**src/rtl/core/vtv_pkg.sv**
```systemverilog
// Shared types, codes and helpers for the vertex transform and viewport stage.
`timescale 1ns / 1ps
package vtv_pkg;

  localparam int unsigned DATA_W      = 32;
  localparam int unsigned CFG_IDX_W   = 3;
  localparam int unsigned IN_TDATA_W  = 136;
  localparam int unsigned OUT_TDATA_W = 96;
  localparam int unsigned DEPTH_MUL   = 2000;

  localparam logic signed [71:0] SAT_MAX = 72'sh7FFF_FFFF;
  localparam logic signed [71:0] SAT_MIN = -72'sh8000_0000;

  typedef enum logic {
    CMD_LOAD  = 1'b0,
    CMD_XFORM = 1'b1
  } cmd_e;

  typedef enum logic [CFG_IDX_W-1:0] {
    CFG_IMAGE_WIDTH  = 3'd0,
    CFG_IMAGE_HEIGHT = 3'd1,
    CFG_OFFSET_X     = 3'd2,
    CFG_OFFSET_Y     = 3'd3,
    CFG_DEPTH_SCALE  = 3'd4
  } cfg_idx_e;

  typedef struct packed {
    logic        [15:0] half_w;
    logic        [15:0] half_h;
    logic signed [15:0] off_x;
    logic signed [15:0] off_y;
    logic signed [31:0] depth_scale;
  } view_cfg_t;

  function automatic logic signed [31:0] sat32(input logic signed [71:0] v);
    logic signed [31:0] r;
    if (v > SAT_MAX) begin
      r = 32'sh7FFF_FFFF;
    end else if (v < SAT_MIN) begin
      r = 32'sh8000_0000;
    end else begin
      r = v[31:0];
    end
    return r;
  endfunction

endpackage

```
**src/rtl/core/vtv_view.sv**
```systemverilog
// Viewport scaling and depth offset in two stages, the second being the output register.
`timescale 1ns / 1ps
module vtv_view #(
  parameter int unsigned FRACTION_BITS = 16
) (
  input  logic                clk_i,
  input  logic                rst_ni,
  input  vtv_pkg::view_cfg_t  cfg_i,
  input  logic                in_valid_i,
  output logic                in_ready_o,
  input  logic signed [31:0]  x_i,
  input  logic signed [31:0]  y_i,
  input  logic signed [31:0]  z_i,
  input  logic                wz_i,
  output logic                out_valid_o,
  input  logic                out_ready_i,
  output logic signed [31:0]  sx_o,
  output logic signed [31:0]  sy_o,
  output logic signed [31:0]  depth_o,
  output logic                wz_o
);

  localparam logic signed [32:0] ONE = 33'sd1 <<< FRACTION_BITS;

  logic               v1_q, v2_q, adv1, adv2;
  logic signed [32:0] xe, ye;
  logic signed [49:0] px_q, py_q;
  logic signed [43:0] pd_q;
  logic signed [31:0] z1_q;
  logic               wz1_q;
  logic signed [71:0] offx, offy, sx_w, sy_w, d_w;
  logic signed [31:0] sx_q, sy_q, d_q;
  logic               wz2_q;

  assign adv2       = !v2_q || out_ready_i;
  assign adv1       = !v1_q || adv2;
  assign in_ready_o = adv1;

  assign xe = 33'(x_i) + ONE;
  assign ye = 33'(y_i) + ONE;

  assign offx = 72'(cfg_i.off_x) <<< FRACTION_BITS;
  assign offy = 72'(cfg_i.off_y) <<< FRACTION_BITS;
  assign sx_w = 72'(px_q) + offx;
  assign sy_w = 72'(py_q) + offy;
  assign d_w  = 72'(z1_q) - 72'(pd_q);

  always_ff @(posedge clk_i or negedge rst_ni) begin
    if (!rst_ni) begin
      v1_q <= 1'b0;
      v2_q <= 1'b0;
    end else begin
      if (adv1) begin
        v1_q <= in_valid_i;
      end
      if (adv2) begin
        v2_q <= v1_q;
      end
    end
  end

  always_ff @(posedge clk_i) begin
    if (adv1) begin
      px_q  <= xe * $signed({1'b0, cfg_i.half_w});
      py_q  <= ye * $signed({1'b0, cfg_i.half_h});
      pd_q  <= cfg_i.depth_scale * $signed(12'(vtv_pkg::DEPTH_MUL));
      z1_q  <= z_i;
      wz1_q <= wz_i;
    end
    if (adv2) begin
      sx_q  <= vtv_pkg::sat32(sx_w);
      sy_q  <= vtv_pkg::sat32(sy_w);
      d_q   <= vtv_pkg::sat32(d_w);
      wz2_q <= wz1_q;
    end
  end

  assign out_valid_o = v2_q;
  assign sx_o    = sx_q;
  assign sy_o    = sy_q;
  assign depth_o = d_q;
  assign wz_o    = wz2_q;

endmodule

```
**config.mk**
```make
export PLATFORM = sky130hd
export DESIGN_NAME = vtv_view
export DESIGN_NICKNAME = d
export VERILOG_FILES = /design/src/rtl/core/vtv_pkg.sv /design/src/rtl/core/vtv_view.sv
export SDC_FILE = /design/constraint.sdc
export NUM_CORES = 2
export LEC_CHECK = 0
export ABC_CLOCK_PERIOD_IN_PS = 10850
export BUFFER_PORTS_ARGS = -buffer_cell sky130_fd_sc_hd__buf_2
export CAP_MARGIN = 20
export CELL_PAD_IN_SITES_DETAIL_PLACEMENT = 1
export CELL_PAD_IN_SITES_GLOBAL_PLACEMENT = 2
export CORE_MARGIN = 8
export CORE_UTILIZATION = 45
export DETAILED_ROUTE_END_ITERATION = 6
export MAX_ROUTING_LAYER = met4
export PLACE_DENSITY = 0.92
export SLEW_MARGIN = 15
export SYNTH_ARGS = -nofsm -noshare
export SYNTH_HDL_FRONTEND = slang
export SYNTH_SLANG_ARGS = --single-unit
```
**constraint.sdc**
```tcl
create_clock -name clk_i -period 10.85 [get_ports clk_i]
set_input_delay 2.17 -clock clk_i [delete_from_list [all_inputs] [get_ports clk_i]]
set_output_delay 2.17 -clock clk_i [all_outputs]
set_load 0.05 [all_outputs]
```
After elaboration in Yosys (flattened, before gate mapping)
Index checks and enable logic that the tools add are counted.
Word-level totals
  logic and storage cells: 32
  register bits: 272
  input bits: 197
  output and inout bits: 99
Operators by class
  reduce and logical (&&, ||, !) cells: 4
  multipliers: 3
  $lt $le $gt $ge: 6
  $add $sub $neg: 5
  multiplexer cells: 3
Operators by type and width (number)
  50-bit by 32-bit adder with 51-bit output: 2
  51-bit by 32-bit > comparator with 1-bit output (second input constant): 2
  51-bit by 32-bit less-than comparator with 1-bit output (second input constant): 2
  33-bit by 17-bit multiplier with 50-bit output: 2
  32-bit 2-to-1 mux: 3
  32-bit by 18-bit adder with 33-bit output (second input constant): 2
  45-bit by 32-bit > comparator with 1-bit output (second input constant): 1
  45-bit by 32-bit less-than comparator with 1-bit output (second input constant): 1
  32-bit by 44-bit subtractor with 45-bit output: 1
  32-bit by 8-bit multiplier with 40-bit output (second input constant): 1
  1-bit zero test: 2
  1-bit logical OR: 2

Logic depth before layout (Yosys ltp)
  word-level depth: 3
  mapped depth: 31
  depth with buffers taken out: 29

Least setup slack after synthesis
OpenSTA, ideal clock, no wires.
  path kind: input to register
  start: in x_i[16]
  end: reg px_q[49], data pin
  path slack: 1.613 ns
  stages: 28
  data arrival time: 8.975 ns
  library setup time: 0.262 ns
  required time: 10.588 ns
  path buffers: 2
  cell sequence: ha_1 > nand2_1 > nor2_1 > nand3_1 > xnor2_1 > clkbuf_1 > nand2_1 > fa_1 > fa_1 > fa_1 > fa_1 > inv_1 > fa_1 > inv_1 > fa_1 > inv_1 > ha_1 > clkbuf_1 > a21o_1 > a31oi_1 > o21ai_0 > or4_1 > a41oi_1 > o31ai_1 > a221oi_1 > o21ai_1 > a211oi_1 > xnor2_1
Between the ends
  word-level cells in the longest chain between the ends: 2
Ends and longest elaborated chain
  from (decl): RTL line vtv_view.sv:11  | input logic signed [31:0] x_i,
  32-bit by 18-bit adder with 33-bit output: RTL line vtv_view.sv:39  | assign xe = 33'(x_i) + ONE;
  33-bit by 17-bit multiplier with 50-bit output: RTL line vtv_view.sv:64  | px_q <= xe * $signed({1'b0, cfg_i.half_w});
  to (signal assigned): RTL line vtv_view.sv:64
  to (decl): RTL line vtv_view.sv:27  | logic signed [49:0] px_q, py_q;
No other way between the ends.
A chain may end at the register's enable or synchronous reset.

Final worst setup path
  start: in y_i[16]
  end: reg py_q[46], data pin
Between the ends
  word-level cells in the longest chain between the ends: 2
Ends and longest elaborated chain
  from (decl): RTL line vtv_view.sv:12  | input logic signed [31:0] y_i,
  32-bit by 18-bit adder with 33-bit output: RTL line vtv_view.sv:40  | assign ye = 33'(y_i) + ONE;
  33-bit by 17-bit multiplier with 50-bit output: RTL line vtv_view.sv:65  | py_q <= ye * $signed({1'b0, cfg_i.half_h});
  to (signal assigned): RTL line vtv_view.sv:65
  to (decl): RTL line vtv_view.sv:27
No other way between the ends.

==> results list <==
* Largest fanout on the critical path: 18
- Wire length of the first global-routing pass: 274000 um
* Count leader, synth: sky130_fd_sc_hd__inv_1
* Number of I/O pins: 296
* Number of nets produced by synthesis: 8062
- Counting cells, the worst reg-to-reg path comes to 16.
- WL final: 171000 um
- The global routing stage identified its most utilized layer as met2.
- Share of layout cells above drive strength 1: 6.88%
* Place WS: 611 ps
* Terminating pin of the worst hold path: wz_o
- Routed wirelength normalized by instance count: 20.8 um
- Starting DRT DRC Count: 2195
- Core area: 129000 um2
- The largest single stage delay on the critical path is 560 ps.
- After routing, the total negative slack on setup checks comes to 0 ps.
* GR Util met2: 46.2%
- Routability-driven placement finished with a final weighted congestion of 0.913.
- Max-cap violations: 0
- Maximum number of pins on one net before global-route repair: 65
* R2r setup slk: 6260 ps
* Clock Tree Root: sky130_fd_sc_hd__clkbuf_16
- Total of hold buffers inserted after clock tree synthesis: 0
- TritonCTS clock tree: yes
- Detail Route Antenna Nets: 0
- Count of buffers added by post-CTS timing repair for setup: 0
* Critical Path Start Type: input pin
* Final Cycle Share: 90.0%
- Tightest Pin Transition: 972 ps
* Capturing point of the worst reg2reg path: depth_o[9]
* Drt via density: 5.30
- WHS Path Cells: 0
- After clock tree synthesis, the repair step resized 0 gates.
- Setup crit end kind: flop
* GRT Resource Usage Total: 25.0%
* Summed instance area of the synthesized netlist: 58600 um2
- Post-synthesis sequential area ratio: 13.9%
- Overflow after GRT: 0
* Path class of the lowest-slack min-delay path: flop to flop
- Drt first pass iters: 5
- Crit path top cell by count: sky130_fd_sc_hd__fa_1
* Post-DP HPWL: 140000 um
- Final worst-path setup slack: 1080 ps
- TritonCTS created 35 clock buffers.
- The H-tree generated during clock tree synthesis spans 2 levels.
* Slew Limit Headroom: 35.2%
* Via count of the first global-routing pass: 50467
* GR Layer Usage met3: 2.66%
- DR vias: 43566
- By startpoint and endpoint, the worst setup path is classified as input pin to flop.
- At the worst endpoint, the required time is 11180 ps.
- Counting along the longest clock path gives a buffer depth of 3.
* Post-synth EDFFs: 270
* Slowest cell on the critical path: sky130_fd_sc_hd__fa_1
* Synth Register Bits: 272
- Counting flops with an async set or reset pin after synthesis yields a share of 0.735%.
* Initial Util: 45.3%
- Gate count after technology mapping: 6276
- Row generation in the floorplan step produced 132 rows.
- Synth area leaders: sky130_fd_sc_hd__fa_1 39%, sky130_fd_sc_hd__edfxtp_1 14%, sky130_fd_sc_hd__inv_1 9.8%, sky130_fd_sc_hd__ha_1 9.8%, sky130_fd_sc_hd__nand2_1 5.2%
- Max Fclk: 0.102 GHz
* Met1 Use GR: 28.9%
* Final setup violation count: 0
- The final number of max-transition violations is 0.
* R2R Path Start: z1_q[4]
- RSZ-0062 raised after global routing: no
* Vertical extent of the die: 377 um
* Maximum clock skew at final layout: 32.1 ps
- The initial antenna violation count is 6.
* Clock latency at the later pin of the worst-skew pair: 590 ps
* Post-synth cell types: 100
- After synthesis, the mean cell area works out to 9.33 um2.
- Sorting the synthesized cells by how often they occur yields 1528 x sky130_fd_sc_hd__inv_1, 1132 x sky130_fd_sc_hd__fa_1, 805 x sky130_fd_sc_hd__nand2_1, 457 x sky130_fd_sc_hd__ha_1, 359 x sky130_fd_sc_hd__and2_1.
- Port buffering added 295 buffers.
- Final hold violation count: 0
- Cell type with the highest aggregate area in the netlist: sky130_fd_sc_hd__fa_1
- Status: finished clean
- Share of the core filled with cells in the final layout: 48.7%
* Time the worst path needs with I/O delays and setup: 9770 ps
* Synthesis-to-finish area growth: 7.41%
- The floorplan step defined a die boundary enclosing 142000 um2.
* NumNets Final: 8228
- Fin Hold WS: 438 ps
- Signal arrival time at the worst endpoint: 10100 ps
* Detailed-route DRC error count: 0
- Number of clock sinks: 272
- Die width: 377 um
- Top_reg_cell synth: sky130_fd_sc_hd__edfxtp_1
- Fraction of post-synthesis cell area in the top cell type by area: 38.7%
- Clock slew at reported path FFs: 70 ps
* Yosys warnings: 0
- In this run the most critical hold path is launched from wz1_q.
==> cell type report <==
class	instances	area [um2]
Fill cell	15002	66400
Multi-Input combinational cell	4252	43700
Sequential cell	272	8160
Inverter	1529	5740
Tap cell	1742	2180
Timing Repair Buffer	352	1900
Clock buffer	45	923
Clock inverter	19	285
Antenna cell	4	10.0
==> critical path, delay by kind of cell <==
kind	cells	cell delay [ps]
AOI/OAI and AO/OA	5	1320
xor gates and xnor gates	1	360
adders and majority gates	8	3580
buffers and inverters	5	540
and+or+nand+nor	9	2130
==> routing by layer <==
layer / wire length (um) / vias to the layer above
met4: 4960 / 0
met3: 7010 / 286
met2: 90700 / 1008
met5: 0 / -
met1: 68400 / 22657
li1: - / 19615
==> registers in the layout, indices dropped and copies added, names as in the netlist <==
name,cells
py_q,50
sy_o,32
out_valid_o,1
wz_o,1
depth_o,32
z1_q,32
pd_q,40
sx_o,32
v1_q,1
px_q,50
wz1_q,1
==> worst max path at each step <==
stage          startpoint        to  depth (start not counted)
2_1_floorplan     x_i[16]  px_q[49]                         28
3_3_place_gp      y_i[16]  py_q[49]                         25
3_5_place_dp      y_i[16]  py_q[46]                         28
4_1_cts           y_i[16]  py_q[49]                         25
5_1_grt           y_i[16]  py_q[49]                         25
6_report          y_i[16]  py_q[46]                         28
==> logic make-up after synthesis <==
family,after synthesis,synth area share [%]
buffers and inverters,1752,11.5
and+or+nand+nor,1622,13.4
adders and majority gates,1589,48.4
AOI/OAI and AO/OA,784,8.95
DFF,272,13.9
xor gates and xnor gates,253,3.80
muxes,4,0.0684
==> through the flow <==
stage / area (um2) / std cells
floorplan: 58600 / 6276
global placement: 61700 / 8147
detailed placement: 61700 / 8147
CTS: 62900 / 8211
global route: 62900 / 8214
finish: 62900 / 8215
==> layout by cell type (no fill, tap or decap), types with 17 or more instances in the layout <==
cell	netlist	routed
sky130_fd_sc_hd__nand4_1	39	39
sky130_fd_sc_hd__a21o_1	171	171
sky130_fd_sc_hd__xnor2_1	172	172
sky130_fd_sc_hd__nand2b_1	53	52
sky130_fd_sc_hd__xor2_1	80	80
sky130_fd_sc_hd__a21oi_1	199	199
sky130_fd_sc_hd__buf_4	2	57
sky130_fd_sc_hd__o21a_1	41	41
sky130_fd_sc_hd__o21bai_1	38	38
sky130_fd_sc_hd__clkbuf_16	0	35
sky130_fd_sc_hd__nand3_1	66	66
sky130_fd_sc_hd__ha_1	457	457
sky130_fd_sc_hd__o21ai_1	41	41
sky130_fd_sc_hd__a31oi_1	28	28
sky130_fd_sc_hd__and3_1	21	21
sky130_fd_sc_hd__inv_1	1528	1528
sky130_fd_sc_hd__buf_2	10	295
sky130_fd_sc_hd__o21ai_0	100	100
sky130_fd_sc_hd__and2_1	359	359
sky130_fd_sc_hd__a211oi_1	27	27
sky130_fd_sc_hd__nor2_1	132	132
sky130_fd_sc_hd__nor4_1	17	17
sky130_fd_sc_hd__edfxtp_1	270	270
sky130_fd_sc_hd__nor3_1	35	35
sky130_fd_sc_hd__nand2_1	805	805
sky130_fd_sc_hd__fa_1	1132	1132
sky130_fd_sc_hd__nor2b_1	28	28
Power is left out: the tool's default activity adds up to more than one toggle a clock period on the data nets, which glitch-free logic cannot reach.
